`src/rtl/assert_macros.svh`:
```
// Assertion macros used by the keyboard matrix emulator RTL (kme_matrix).
`ifndef ASSERT_MACROS_SVH
`define ASSERT_MACROS_SVH
`ifndef SYNTHESIS
`define ASSERT_PROP(lbl, clk, rst_n, prop, msg) \
    lbl: assert property (@(posedge clk) disable iff (!rst_n) (prop)) else $error(msg);
`define ASSERT_NEVER(lbl, clk, rst_n, expr, msg) \
    lbl: assert property (@(posedge clk) disable iff (!rst_n) !(expr)) else $error(msg);
`else
`define ASSERT_PROP(lbl, clk, rst_n, prop, msg)
`define ASSERT_NEVER(lbl, clk, rst_n, expr, msg)
`endif
`endif

```
`src/rtl/kme_pkg.sv`:
```
// Types, constants and key map table for the keyboard matrix emulator.
`default_nettype none
package kme_pkg;

    localparam int COLUMN_COUNT = 8;
    localparam int MAP_ENTRIES  = 128;
    localparam int COL_IDX_W    = $clog2(COLUMN_COUNT);
    localparam int CODE_W       = $clog2(MAP_ENTRIES);
    localparam int ROW_W        = 8;
    localparam int MAP_COL_W    = 4;
    localparam int MAP_ENTRY_W  = MAP_COL_W + 1 + ROW_W;

    localparam logic [ROW_W-1:0]     SHIFT_ROW_BIT = 8'h10;
    localparam logic [COL_IDX_W-1:0] SHIFT_COLUMN  = COL_IDX_W'(COLUMN_COUNT - 1);
    localparam logic [ROW_W-1:0]     ALL_ROWS      = 8'hff;

    typedef enum logic [1:0] {
        ACT_PRESS   = 2'd0,
        ACT_RELEASE = 2'd1,
        ACT_READ    = 2'd2,
        ACT_NONE    = 2'd3
    } action_t;

    typedef struct packed {
        logic              valid;
        action_t           action;
        logic [CODE_W-1:0] key_code;
        logic [ROW_W-1:0]  row_select;
    } kme_item_t;

    typedef struct packed {
        logic [MAP_COL_W-1:0] column;
        logic                 shifted;
        logic [ROW_W-1:0]     rows;
    } map_entry_t;

    typedef logic [COLUMN_COUNT-1:0][ROW_W-1:0] matrix_t;

    function automatic logic [MAP_ENTRY_W-1:0] mk(input int c, input int m);
        mk = {MAP_COL_W'(c), 1'b0, ROW_W'(m)};
    endfunction

    function automatic logic [MAP_ENTRY_W-1:0] mks(input int c, input int m);
        mks = {MAP_COL_W'(c), 1'b1, ROW_W'(m)};
    endfunction

    localparam logic [MAP_ENTRY_W-1:0] Z = '0;

    localparam logic [MAP_ENTRY_W-1:0] KEY_MAP [0:MAP_ENTRIES-1] = '{
        Z, Z, Z, Z, Z, Z, Z, Z,
        mk(1,2), mk(8,4), Z, Z, Z, mk(1,8), Z, Z,
        Z, Z, Z, Z, Z, Z, Z, Z,
        Z, Z, Z, mk(1,2), Z, Z, Z, Z,
        mk(7,16), mks(8,4), mks(8,1), mks(7,1), mks(6,4), mks(6,1), mks(5,1), mks(4,4),
        mks(4,1), mks(3,1), mks(1,4), mks(1,1), mk(2,32), mk(2,1), mk(1,32), mk(2,2),
        mk(2,4), mk(8,4), mk(8,1), mk(7,1), mk(6,4), mk(6,1), mk(5,1), mk(4,4),
        mk(4,1), mk(3,1), mk(1,4), mk(1,16), mks(2,32), mk(1,1), mks(1,32), mks(2,4),
        mks(1,16), mks(7,32), mks(4,32), mks(5,16), mks(6,16), mks(7,2), mks(5,32), mks(5,4),
        mks(4,16), mks(4,2), mks(3,32), mks(3,4), mks(2,16), mks(3,8), mks(3,16), mks(3,2),
        mks(2,8), mks(8,8), mks(6,8), mks(7,4), mks(6,2), mks(4,8), mks(5,8), mks(8,2),
        mks(6,32), mks(5,2), mks(7,8), Z, Z, Z, Z, Z,
        mk(1,2), mk(7,32), mk(4,32), mk(5,16), mk(6,16), mk(7,2), mk(5,32), mk(5,4),
        mk(4,16), mk(4,2), mk(3,32), mk(3,4), mk(2,16), mk(3,8), mk(3,16), mk(3,2),
        mk(2,8), mk(8,8), mk(6,8), mk(7,4), mk(6,2), mk(4,8), mk(5,8), mk(8,2),
        mk(6,32), mk(5,2), mk(7,8), Z, Z, Z, Z, mk(1,2)
    };

endpackage
`default_nettype wire

```
`src/rtl/kme_input_stage.sv`:
```
// Input register capturing one command transaction per cycle while accept is high.
`default_nettype none
module kme_input_stage
    import kme_pkg::*;
(
    input  wire logic              clk,
    input  wire logic              rst_n,
    input  wire logic              start,
    input  wire logic              accept,
    input  wire logic [1:0]        action,
    input  wire logic [CODE_W-1:0] key_code,
    input  wire logic [ROW_W-1:0]  row_select,
    output kme_item_t              item
);

    logic              valid_reg;
    action_t           action_reg;
    logic [CODE_W-1:0] key_code_reg;
    logic [ROW_W-1:0]  row_select_reg;

    always_ff @(posedge clk or negedge rst_n)
    begin
        if (!rst_n)
        begin
            valid_reg <= 1'b0;
        end
        else
        begin
            valid_reg <= start && accept;
        end
    end

    always_ff @(posedge clk)
    begin
        if (start && accept)
        begin
            action_reg     <= action_t'(action);
            key_code_reg   <= key_code;
            row_select_reg <= row_select;
        end
    end

    assign item = '{valid: valid_reg, action: action_reg,
                    key_code: key_code_reg, row_select: row_select_reg};

endmodule
`default_nettype wire

```
`src/rtl/kme_matrix.sv`:
```
// Key matrix state, key event update, port read select and result register.
`default_nettype none
`include "assert_macros.svh"
module kme_matrix
    import kme_pkg::*;
(
    input  wire logic              clk,
    input  wire logic              rst_n,
    input  kme_item_t              item,
    output logic                   done,
    output logic [ROW_W-1:0]       read_data,
    output logic [CODE_W-1:0]      echoed_key
);

    matrix_t           columns_reg;
    matrix_t           columns_next;
    logic              any_key_reg;
    logic              any_key_next;
    logic              done_reg;
    logic [ROW_W-1:0]  read_data_reg;
    logic [ROW_W-1:0]  read_data_next;
    logic [CODE_W-1:0] echoed_key_reg;
    logic [CODE_W-1:0] echoed_key_next;

    map_entry_t           entry;
    logic                 mapped;
    logic [COL_IDX_W-1:0] col_idx;
    logic [ROW_W-1:0]     active;
    logic [ROW_W-1:0]     sel_data;

    assign entry   = map_entry_t'(KEY_MAP[item.key_code]);
    assign mapped  = (entry.column != '0) &&
                     (entry.column <= MAP_COL_W'(COLUMN_COUNT));
    assign col_idx = COL_IDX_W'(entry.column - MAP_COL_W'(1));
    assign active  = ~item.row_select;

    always_comb
    begin
        sel_data = ALL_ROWS;
        for (int b = 0; b < COLUMN_COUNT; b++)
        begin
            if (active[b])
            begin
                sel_data = ~columns_reg[b];
            end
        end
    end

    always_comb
    begin
        columns_next    = columns_reg;
        read_data_next  = '0;
        echoed_key_next = '0;
        if (item.valid)
        begin
            case (item.action)
                ACT_PRESS:
                begin
                    if (mapped)
                    begin
                        for (int i = 0; i < COLUMN_COUNT; i++)
                        begin
                            if (col_idx == COL_IDX_W'(i))
                            begin
                                columns_next[i] = columns_next[i] | entry.rows;
                            end
                        end
                        if (entry.shifted)
                        begin
                            columns_next[SHIFT_COLUMN] =
                                columns_next[SHIFT_COLUMN] | SHIFT_ROW_BIT;
                        end
                        echoed_key_next = item.key_code;
                    end
                end
                ACT_RELEASE:
                begin
                    if (mapped)
                    begin
                        for (int i = 0; i < COLUMN_COUNT; i++)
                        begin
                            if (col_idx == COL_IDX_W'(i))
                            begin
                                columns_next[i] = columns_next[i] & ~entry.rows;
                            end
                        end
                        if (entry.shifted)
                        begin
                            columns_next[SHIFT_COLUMN] =
                                columns_next[SHIFT_COLUMN] & ~SHIFT_ROW_BIT;
                        end
                    end
                end
                ACT_READ:
                begin
                    if (active == ALL_ROWS && any_key_reg)
                    begin
                        read_data_next = '0;
                    end
                    else
                    begin
                        read_data_next = sel_data;
                    end
                end
                default:
                begin
                    read_data_next = '0;
                end
            endcase
        end
    end

    assign any_key_next = |columns_next;

    always_ff @(posedge clk or negedge rst_n)
    begin
        if (!rst_n)
        begin
            columns_reg    <= '0;
            any_key_reg    <= 1'b0;
            done_reg       <= 1'b0;
            read_data_reg  <= '0;
            echoed_key_reg <= '0;
        end
        else
        begin
            columns_reg <= columns_next;
            any_key_reg <= any_key_next;
            done_reg    <= item.valid;
            if (item.valid)
            begin
                read_data_reg  <= read_data_next;
                echoed_key_reg <= echoed_key_next;
            end
        end
    end

    assign done       = done_reg;
    assign read_data  = read_data_reg;
    assign echoed_key = echoed_key_reg;

    `ASSERT_PROP(a_done_follows, clk, rst_n, item.valid |=> done_reg, "result strobe missing")
    `ASSERT_PROP(a_no_spurious, clk, rst_n, !item.valid |=> !done_reg, "unexpected strobe")
    `ASSERT_PROP(a_any_key, clk, rst_n, any_key_reg == (|columns_reg), "any-key flag out of step")
    `ASSERT_NEVER(a_one_kind, clk, rst_n, (read_data_reg != '0) && (echoed_key_reg != '0),
        "result carries both read data and echoed key")
    `ASSERT_PROP(a_hold, clk, rst_n,
        !(item.valid && (item.action == ACT_PRESS || item.action == ACT_RELEASE))
        |=> $stable(columns_reg), "matrix changed without a key event")

endmodule
`default_nettype wire

```
`src/rtl/keyboard_matrix_emulator_unit.sv`:
```
// Top level of the keyboard matrix emulator.
// An accepted transaction goes through the input register and the result register (done high).
// Throughput: one transaction per cycle; busy is tied low.
// The receiver cannot stall: each result shows for exactly one cycle.
// Reset (rst_n, async, active low) clears all column bits, the any-key flag and the strobe.
`default_nettype none
module keyboard_matrix_emulator_unit
    import kme_pkg::*;
(
    input  wire logic              clk,
    input  wire logic              rst_n,
    input  wire logic              start,
    output logic                   busy,
    input  wire logic [1:0]        action,
    input  wire logic [CODE_W-1:0] key_code,
    input  wire logic [ROW_W-1:0]  row_select,
    output logic                   done,
    output logic [ROW_W-1:0]       read_data,
    output logic [CODE_W-1:0]      echoed_key
);

    kme_item_t item;

    assign busy = 1'b0;

    kme_input_stage u_input_stage (
        .clk        (clk),
        .rst_n      (rst_n),
        .start      (start),
        .accept     (!busy),
        .action     (action),
        .key_code   (key_code),
        .row_select (row_select),
        .item       (item)
    );

    kme_matrix u_matrix (
        .clk        (clk),
        .rst_n      (rst_n),
        .item       (item),
        .done       (done),
        .read_data  (read_data),
        .echoed_key (echoed_key)
    );

endmodule
`default_nettype wire

```
`config.mk`:
```
export PLATFORM = sky130hd
export DESIGN_NAME = keyboard_matrix_emulator_unit
export DESIGN_NICKNAME = d
export VERILOG_FILES = /design/src/rtl/kme_pkg.sv /design/src/rtl/kme_input_stage.sv /design/src/rtl/kme_matrix.sv /design/src/rtl/keyboard_matrix_emulator_unit.sv
export VERILOG_INCLUDE_DIRS = /design/src /design/src/rtl
export SDC_FILE = /design/constraint.sdc
export NUM_CORES = 1
export LEC_CHECK = 0
export BUFFER_PORTS_ARGS = -buffer_cell sky130_fd_sc_hd__buf_2
export CAP_MARGIN = 20
export CORE_MARGIN = 1
export CORE_UTILIZATION = 45
export CTS_BUF_LIST = sky130_fd_sc_hd__clkbuf_4 sky130_fd_sc_hd__clkbuf_8
export DETAILED_ROUTE_END_ITERATION = 6
export GPL_TIMING_DRIVEN = 0
export PLACE_DENSITY = 0.6
export SYNTH_ARGS = -nofsm -noshare
export SYNTH_HDL_FRONTEND = slang
export SYNTH_SLANG_ARGS = --single-unit
export TNS_END_PERCENT = 20
```
`constraint.sdc`:
```
create_clock -name clk -period 5 [get_ports clk]
set_input_delay 0.75 -clock clk [delete_from_list [all_inputs] [get_ports clk]]
set_output_delay 0.75 -clock clk [all_outputs]
set_load 0.005 [all_outputs]
```
==> flow_summary.json, run 1 <==
{
  "grt_pass1_wl_um": 28120,
  "firstDrtPassIters": 6,
  "period_minus_slack_ns": 4.665,
  "maxSlewViolCount": 0,
  "critPathLaunchType": "flop",
  "die_x_um": 113.5,
  "ys_async_sr_fraction_pct": 79.27,
  "layout-drive-gt1-share_pct": 18.15,
  "cp_max_fo": 10,
  "ys_types": 81,
  "hold_viol": 0,
  "pre_cts_ws_ns": 0.4520,
  "ys_ff_latch": 82,
  "fmax_ghz": 0.2144,
  "min_delay_path_depth": 0,
  "die_area_mm2": 0.01288,
  "finalCritPeriodShare_pct": 93.30,
  "synth_edf_count": 17,
  "min_path_type": "flop to flop",
  "largest_reg_flops": 48,
  "finalWorstSetupSlack_ns": 0.3349,
  "yosys.cell_count.top_type": "dfrtp_1",
  "clockBufferDepth": 2,
  "cts_hold_buffers": 0,
  "critPathArrivalTime_ns": 4.91,
  "wl_per_cell_um": 21.90,
  "die_y_um": 113.5,
  "cts_tree": "done",
  "crit_top_cell": "clkbuf_1",
  "syn2layout_area_growth_pct": 10.78,
  "powerDensity_mw_per_mm2": 334.5,
  "cts-resized-gates": 0,
  "dp_hpwl_um": 13250,
  "n_antenna_cell": 0,
  "clk_latency_ns": 0.38,
  "cts_setup_buffers": 0,
  "yosys-top-cells-count": "dfrtp_1, nor2_1, nand2_1, a21oi_1",
  "setup_viol": 0,
  "cts-buffers-inserted": 9,
  "power.leakage_uw": 0.002602,
  "core-area_mm2": 0.01206,
  "syn-mean-instance-area_um2": 9.337,
  "status": "finished, final reports clean",
  "fin_nets": 672,
  "cts_sinks": 82,
  "clockRootBuffer": "clkbuf_8",
  "yosys_warnings": 0,
  "antenna_found_initial": 0,
  "maxCapViolations": 0,
  "rows": 40,
  "syn-num-nets": 626,
  "antenna_left": 0,
  "netlist_instances": 599,
  "start_util_pct": 46.37,
  "cp_slowest_stage_delay_ns": 0.44,
  "overflow": 0,
  "fin_setup_tns_ns": 0,
  "synth_area_leaders": "dfrtp_1, edfxtp_1, mux2i_1, o31ai_1, mux2_2",
  "htree_levels": 3,
  "cp_cell_sequence": "buf_2 > inv_1 > ha_1 > clkbuf_1 > nand2b_1 > and3_1 > o21ai_1 > a32oi_1 > clkbuf_1 > clkbuf_1 > o31ai_1 > nand4_1 > nor4_1 > and4_1 > nand4_1",
  "cp_slowest_cell": "clkbuf_1",
  "yosysTopAreaCellShare_pct": 29.08,
  "fillerInstances": 1156,
  "drt_iter0_drc": 674,
  "seq_area_mm2": 0.002137,
  "endpoint_kind": "flop",
  "grt_max_degree": 66,
  "r2r_cells": 15,
  "yosys_most_used_dff": "dfrtp_1",
  "grt_usage_pct": 29.06,
  "cts.clk_slew.worst_paths_ns": 0.09,
  "multi_input_area_mm2": 0.003100,
  "critical_path_class": "flop to flop",
  "skew_ns": 0.01238,
  "irDropWorstVdd_uv": 214.9,
  "maxSlewHeadroom_pct": 30.53,
  "yosysTopAreaCell": "dfrtp_1",
  "portBuffers": 35,
  "vias_per_cell": 6.253,
  "cp.required_ns": 5.24,
  "grt_setup_unrepaired": "false",
  "worst_pin_slew_ns": 1.034,
  "ios": 37,
  "wl_um": 17910,
  "yosysSeqAreaShare_pct": 38.21,
  "drc": 0,
  "syn-cell-area_mm2": 0.005593,
  "grt_pass1_vias": 4785,
  "vias": 5115,
  "gp_congestion": 0.9890
}
-- stage by stage --
| stage | area (um^2) | hold slack [ns] | power, uW | std cells | utilization (%) |
|---|---|---|---|---|---|
| 3_3_place_gp | 5978 | 0.4106 | 1515 | 802 | 49.56 |
| 2_1_floorplan | 5593 | 0.3880 | 1298 | 599 | - |
| 4_1_cts | 6196 | 0.4338 | 2062 | 818 | 51.37 |
| 6_report | 6196 | 0.4326 | 2072 | 818 | 51.37 |
| 5_1_grt | 6196 | 0.4535 | 2166 | 818 | 51.37 |
| 3_5_place_dp | 5981 | 0.4105 | 1523 | 802 | 49.59 |
-- metal layers --
metal	vias up	global-route usage (%)	share of wire, %
met5	-	0	0
met4	0	9.474	1.8
met3	28	8.077	8.2
met2	257	42.80	44
met1	2486	41.06	46
li1	2344	-	-
-- where the power goes --
group          internal [uW]  total (uW)  switching, uW  leakage, uW
Combinational            264         672            408      0.00145
Clock                    280         538            258     0.000109
Sequential               773         862           89.2      0.00104
-- path summary, 6_finish.rpt --
check                           slack, ns                      end                     startpoint
worst max register to register       0.33     u_matrix.any_key_reg  u_input_stage.key_code_reg[1]
max in group asynchronous            3.95  u_matrix.columns_reg[5]                          rst_n
worst max-delay path                 0.33     u_matrix.any_key_reg  u_input_stage.key_code_reg[1]
min in group asynchronous            0.45    u_matrix.read_data[6]                          rst_n
worst min register to register       0.43            u_matrix.done        u_input_stage.valid_reg
worst min-delay path                 0.43            u_matrix.done        u_input_stage.valid_reg
-- critical path, delay by kind of cell, from the launching register on --
family / cells / cell delay [ns]
adder cells (fa/ha/maj): 1 / 0.31
AND/OR/NAND/NOR: 6 / 1.35
buffers and inverters: 5 / 1.61
AO/OA/AOI/OAI: 3 / 0.82
flip-flops: 1 / 0.42
-- layout by cell type, fill, tap and decap left out, types with 10 or more instances in the layout --
cell type and instances:
o31ai_1 31, nor2_1 57, inv_1 14, a22o_1 14, buf_2 47, o211ai_1 10, mux2i_1 27, o21ai_0 31
or2_2 10, nand2_1 35, nand2b_1 16, edfxtp_1 17, nand3b_1 10, clkbuf_1 28, dfrtp_1 65, mux2_2 20
a21oi_1 32
-- final cells by class --
cell class	count	area share [%]
clock buffer	9	1.999
tap	168	3.393
multi-input combinational	447	50.04
clock inverter	7	1.474
timing repair buffer	35	2.868
buffer	56	4.887
sequential	82	34.49
inverter	14	0.8481
-- logic make-up after synthesis --
family | share of synthesized area [%]
simple gates | 18.70
other cells | 0.06705
fa+ha+maj | 1.566
mux | 9.530
buf+inv | 6.353
flops | 38.21
compound gates | 25.26
xor+xnor | 0.3133
(Power assumes the default switching activity.)
==> inputs of run 2 (changes only) <==
--- a/config.mk
+++ b/config.mk
@@ -13,7 +13,7 @@
 export CTS_BUF_LIST = sky130_fd_sc_hd__clkbuf_4 sky130_fd_sc_hd__clkbuf_8
 export DETAILED_ROUTE_END_ITERATION = 6
 export GPL_TIMING_DRIVEN = 0
-export PLACE_DENSITY = 0.6
+export PLACE_DENSITY = 0.63
 export SYNTH_ARGS = -nofsm -noshare
 export SYNTH_HDL_FRONTEND = slang
 export SYNTH_SLANG_ARGS = --single-unit
==> constraint.sdc (replaced) <==
create_clock -name clk -period 3.9 [get_ports clk]
set_input_delay 0.585 -clock clk [delete_from_list [all_inputs] [get_ports clk]]
set_output_delay 0.585 -clock clk [all_outputs]
set_load 0.005 [all_outputs]
==> flow_summary.json, run 2 (same netlist as run 1, synthesis figures left out) <==
{
  "status": "finished, final reports clean",
  "wl_per_cell_um": 21.66,
  "power.leakage_uw": 0.002658,
  "n_antenna_cell": 0,
  "die_x_um": 113.5,
  "wl_um": 17890,
  "cts.clk_slew.worst_paths_ns": 0.09,
  "drt_iter0_drc": 580,
  "powerDensity_mw_per_mm2": 416.7,
  "gp_congestion": 0.9882,
  "vias_per_cell": 6.236,
  "largest_reg_flops": 48,
  "cts_sinks": 82,
  "core-area_mm2": 0.01206,
  "drc": 0,
  "endpoint_kind": "flop",
  "portBuffers": 35,
  "vias": 5151,
  "fmax_ghz": 0.2677,
  "antenna_left": 0,
  "irDropWorstVdd_uv": 186.2,
  "maxCapViolations": 0,
  "setup_viol": 0,
  "fin_nets": 680,
  "p_int_uw": 1691,
  "grt_usage_pct": 28.61,
  "critPathLaunchType": "flop",
  "die_area_mm2": 0.01288,
  "p_comb_share_pct": 34.8,
  "clockBufferDepth": 2,
  "period_minus_slack_ns": 3.736,
  "mostFrequentLayoutCells": "dfrtp_1, nor2_1, buf_2",
  "syn2layout_area_growth_pct": 14.68,
  "total_power_uw": 2673,
  "antenna_found_initial": 0,
  "pwr-share-clk_pct": 23.9,
  "fillerInstances": 1099,
  "r2r_cells": 15,
  "critical_path_class": "flop to flop",
  "grt_pass1_vias": 4820,
  "clk_latency_ns": 0.38,
  "hold_viol": 0,
  "min_path_type": "input port to asynchronous set/reset pin",
  "htree_levels": 3,
  "layout-drive-gt1-share_pct": 23.10,
  "ios": 37,
  "p_sw_uw": 981.7,
  "power_frac_seq_pct": 41.3,
  "cts_tree": "done",
  "cp_max_fo": 10,
  "cp.required_ns": 4.15,
  "firstDrtPassIters": 5,
  "finalCritPeriodShare_pct": 95.79,
  "cts-buffers-inserted": 9,
  "cts_hold_buffers": 0,
  "start_util_pct": 46.37,
  "skew_ns": 0.01151,
  "maxSlewHeadroom_pct": 43.94,
  "r2r-start": "u_input_stage.key_code_reg[1]",
  "hold_slack_ns": 0.2904,
  "rows": 40,
  "maxSlewViolCount": 0,
  "dp_hpwl_um": 13000,
  "r2r_end": "u_matrix.any_key_reg",
  "grt_max_degree": 66,
  "p_sw_share_pct": 36.73,
  "grt_pass1_wl_um": 27520,
  "die_y_um": 113.5,
  "layout_commonest_cell": "dfrtp_1",
  "ff2ff_setup_slack_ns": 0.16,
  "worst_pin_slew_ns": 0.8409,
  "overflow": 0,
  "critPathArrivalTime_ns": 3.99,
  "clockRootBuffer": "clkbuf_8"
}
## run 2: final cells by class
| cell class | count | area, um^2 | area share (%) |
|---|---|---|---|
| tap | 168 | 210.2 | 3.277 |
| sequential | 82 | 2137 | 33.32 |
| buffer | 56 | 326.6 | 5.092 |
| inverter | 14 | 56.30 | 0.8779 |
| clock buffer | 11 | 145.1 | 2.263 |
| timing repair buffer | 43 | 237.7 | 3.707 |
| clock inverter | 5 | 53.80 | 0.8389 |
| multi-input combinational | 447 | 3247 | 50.62 |
## run 2: critical path, stage by stage (launching register included)
cell,delay (ns)
edfxtp_1,0.36
buf_6,0.16
clkinvlp_4,0.17
ha_4,0.25
clkbuf_4,0.20
mux2_2,0.28
o211ai_1,0.23
a32oi_2,0.09
or2_0,0.23
buf_2,0.18
or2_0,0.21
clkbuf_2,0.18
o32a_1,0.42
nor4_4,0.29
and4_1,0.26
nand4_1,0.09
## run 2: worst max-delay path by stage
stage	start	endpoint	slack, ns	depth (start not counted)
floorplan	u_input_stage.key_code_reg[1]	u_matrix.any_key_reg	0.29	15
global placement	u_input_stage.key_code_reg[1]	u_matrix.any_key_reg	-0.71	15
global route	u_input_stage.key_code_reg[1]	u_matrix.any_key_reg	-0.04	15
detailed placement	u_input_stage.key_code_reg[1]	u_matrix.any_key_reg	-0.66	15
finish	u_input_stage.key_code_reg[1]	u_matrix.any_key_reg	0.16	15
CTS	u_input_stage.key_code_reg[1]	u_matrix.any_key_reg	0.08	15
## run 2: through the flow
step | setup TNS [ns] | instance area, um^2 | utilization (%) | instances | worst slack [ns]
2_1_floorplan | 0 | 5593 | - | 599 | 0.2938
3_3_place_gp | -3.865 | 5978 | 49.56 | 802 | -0.7134
3_5_place_dp | -4.169 | 5981 | 49.59 | 802 | -0.6557
4_1_cts | 0 | 6299 | 52.22 | 825 | 0.07810
5_1_grt | -0.03866 | 6414 | 53.17 | 826 | -0.03866
6_report | 0 | 6414 | 53.17 | 826 | 0.1642
## run 2: metal layers
metal | GRT usage, % | vias up | wire [um]
li1 | - | 2353 | -
met5 | 0 | - | 0
met1 | 40.53 | 2501 | 8095
met4 | 10.61 | 0 | 546
met3 | 6.748 | 39 | 1523
met2 | 42.36 | 258 | 7728
## run 2: what timing repair did
action | in CTS | in global routing
endpoints found under the setup margin | 13 | 1
buffers inserted | 7 | 1
pin swaps | 4 | 1
resized for setup | 20 | 26
## run 2: power groups by stage
stage          clock network, uW  registers, uW  logic [uW]
2_1_floorplan                  0           1080         586
5_1_grt                      683           1120         997
6_report                     638           1100         931
4_1_cts                      657           1100         869
3_3_place_gp                   0           1120         820
3_5_place_dp                   0           1120         831
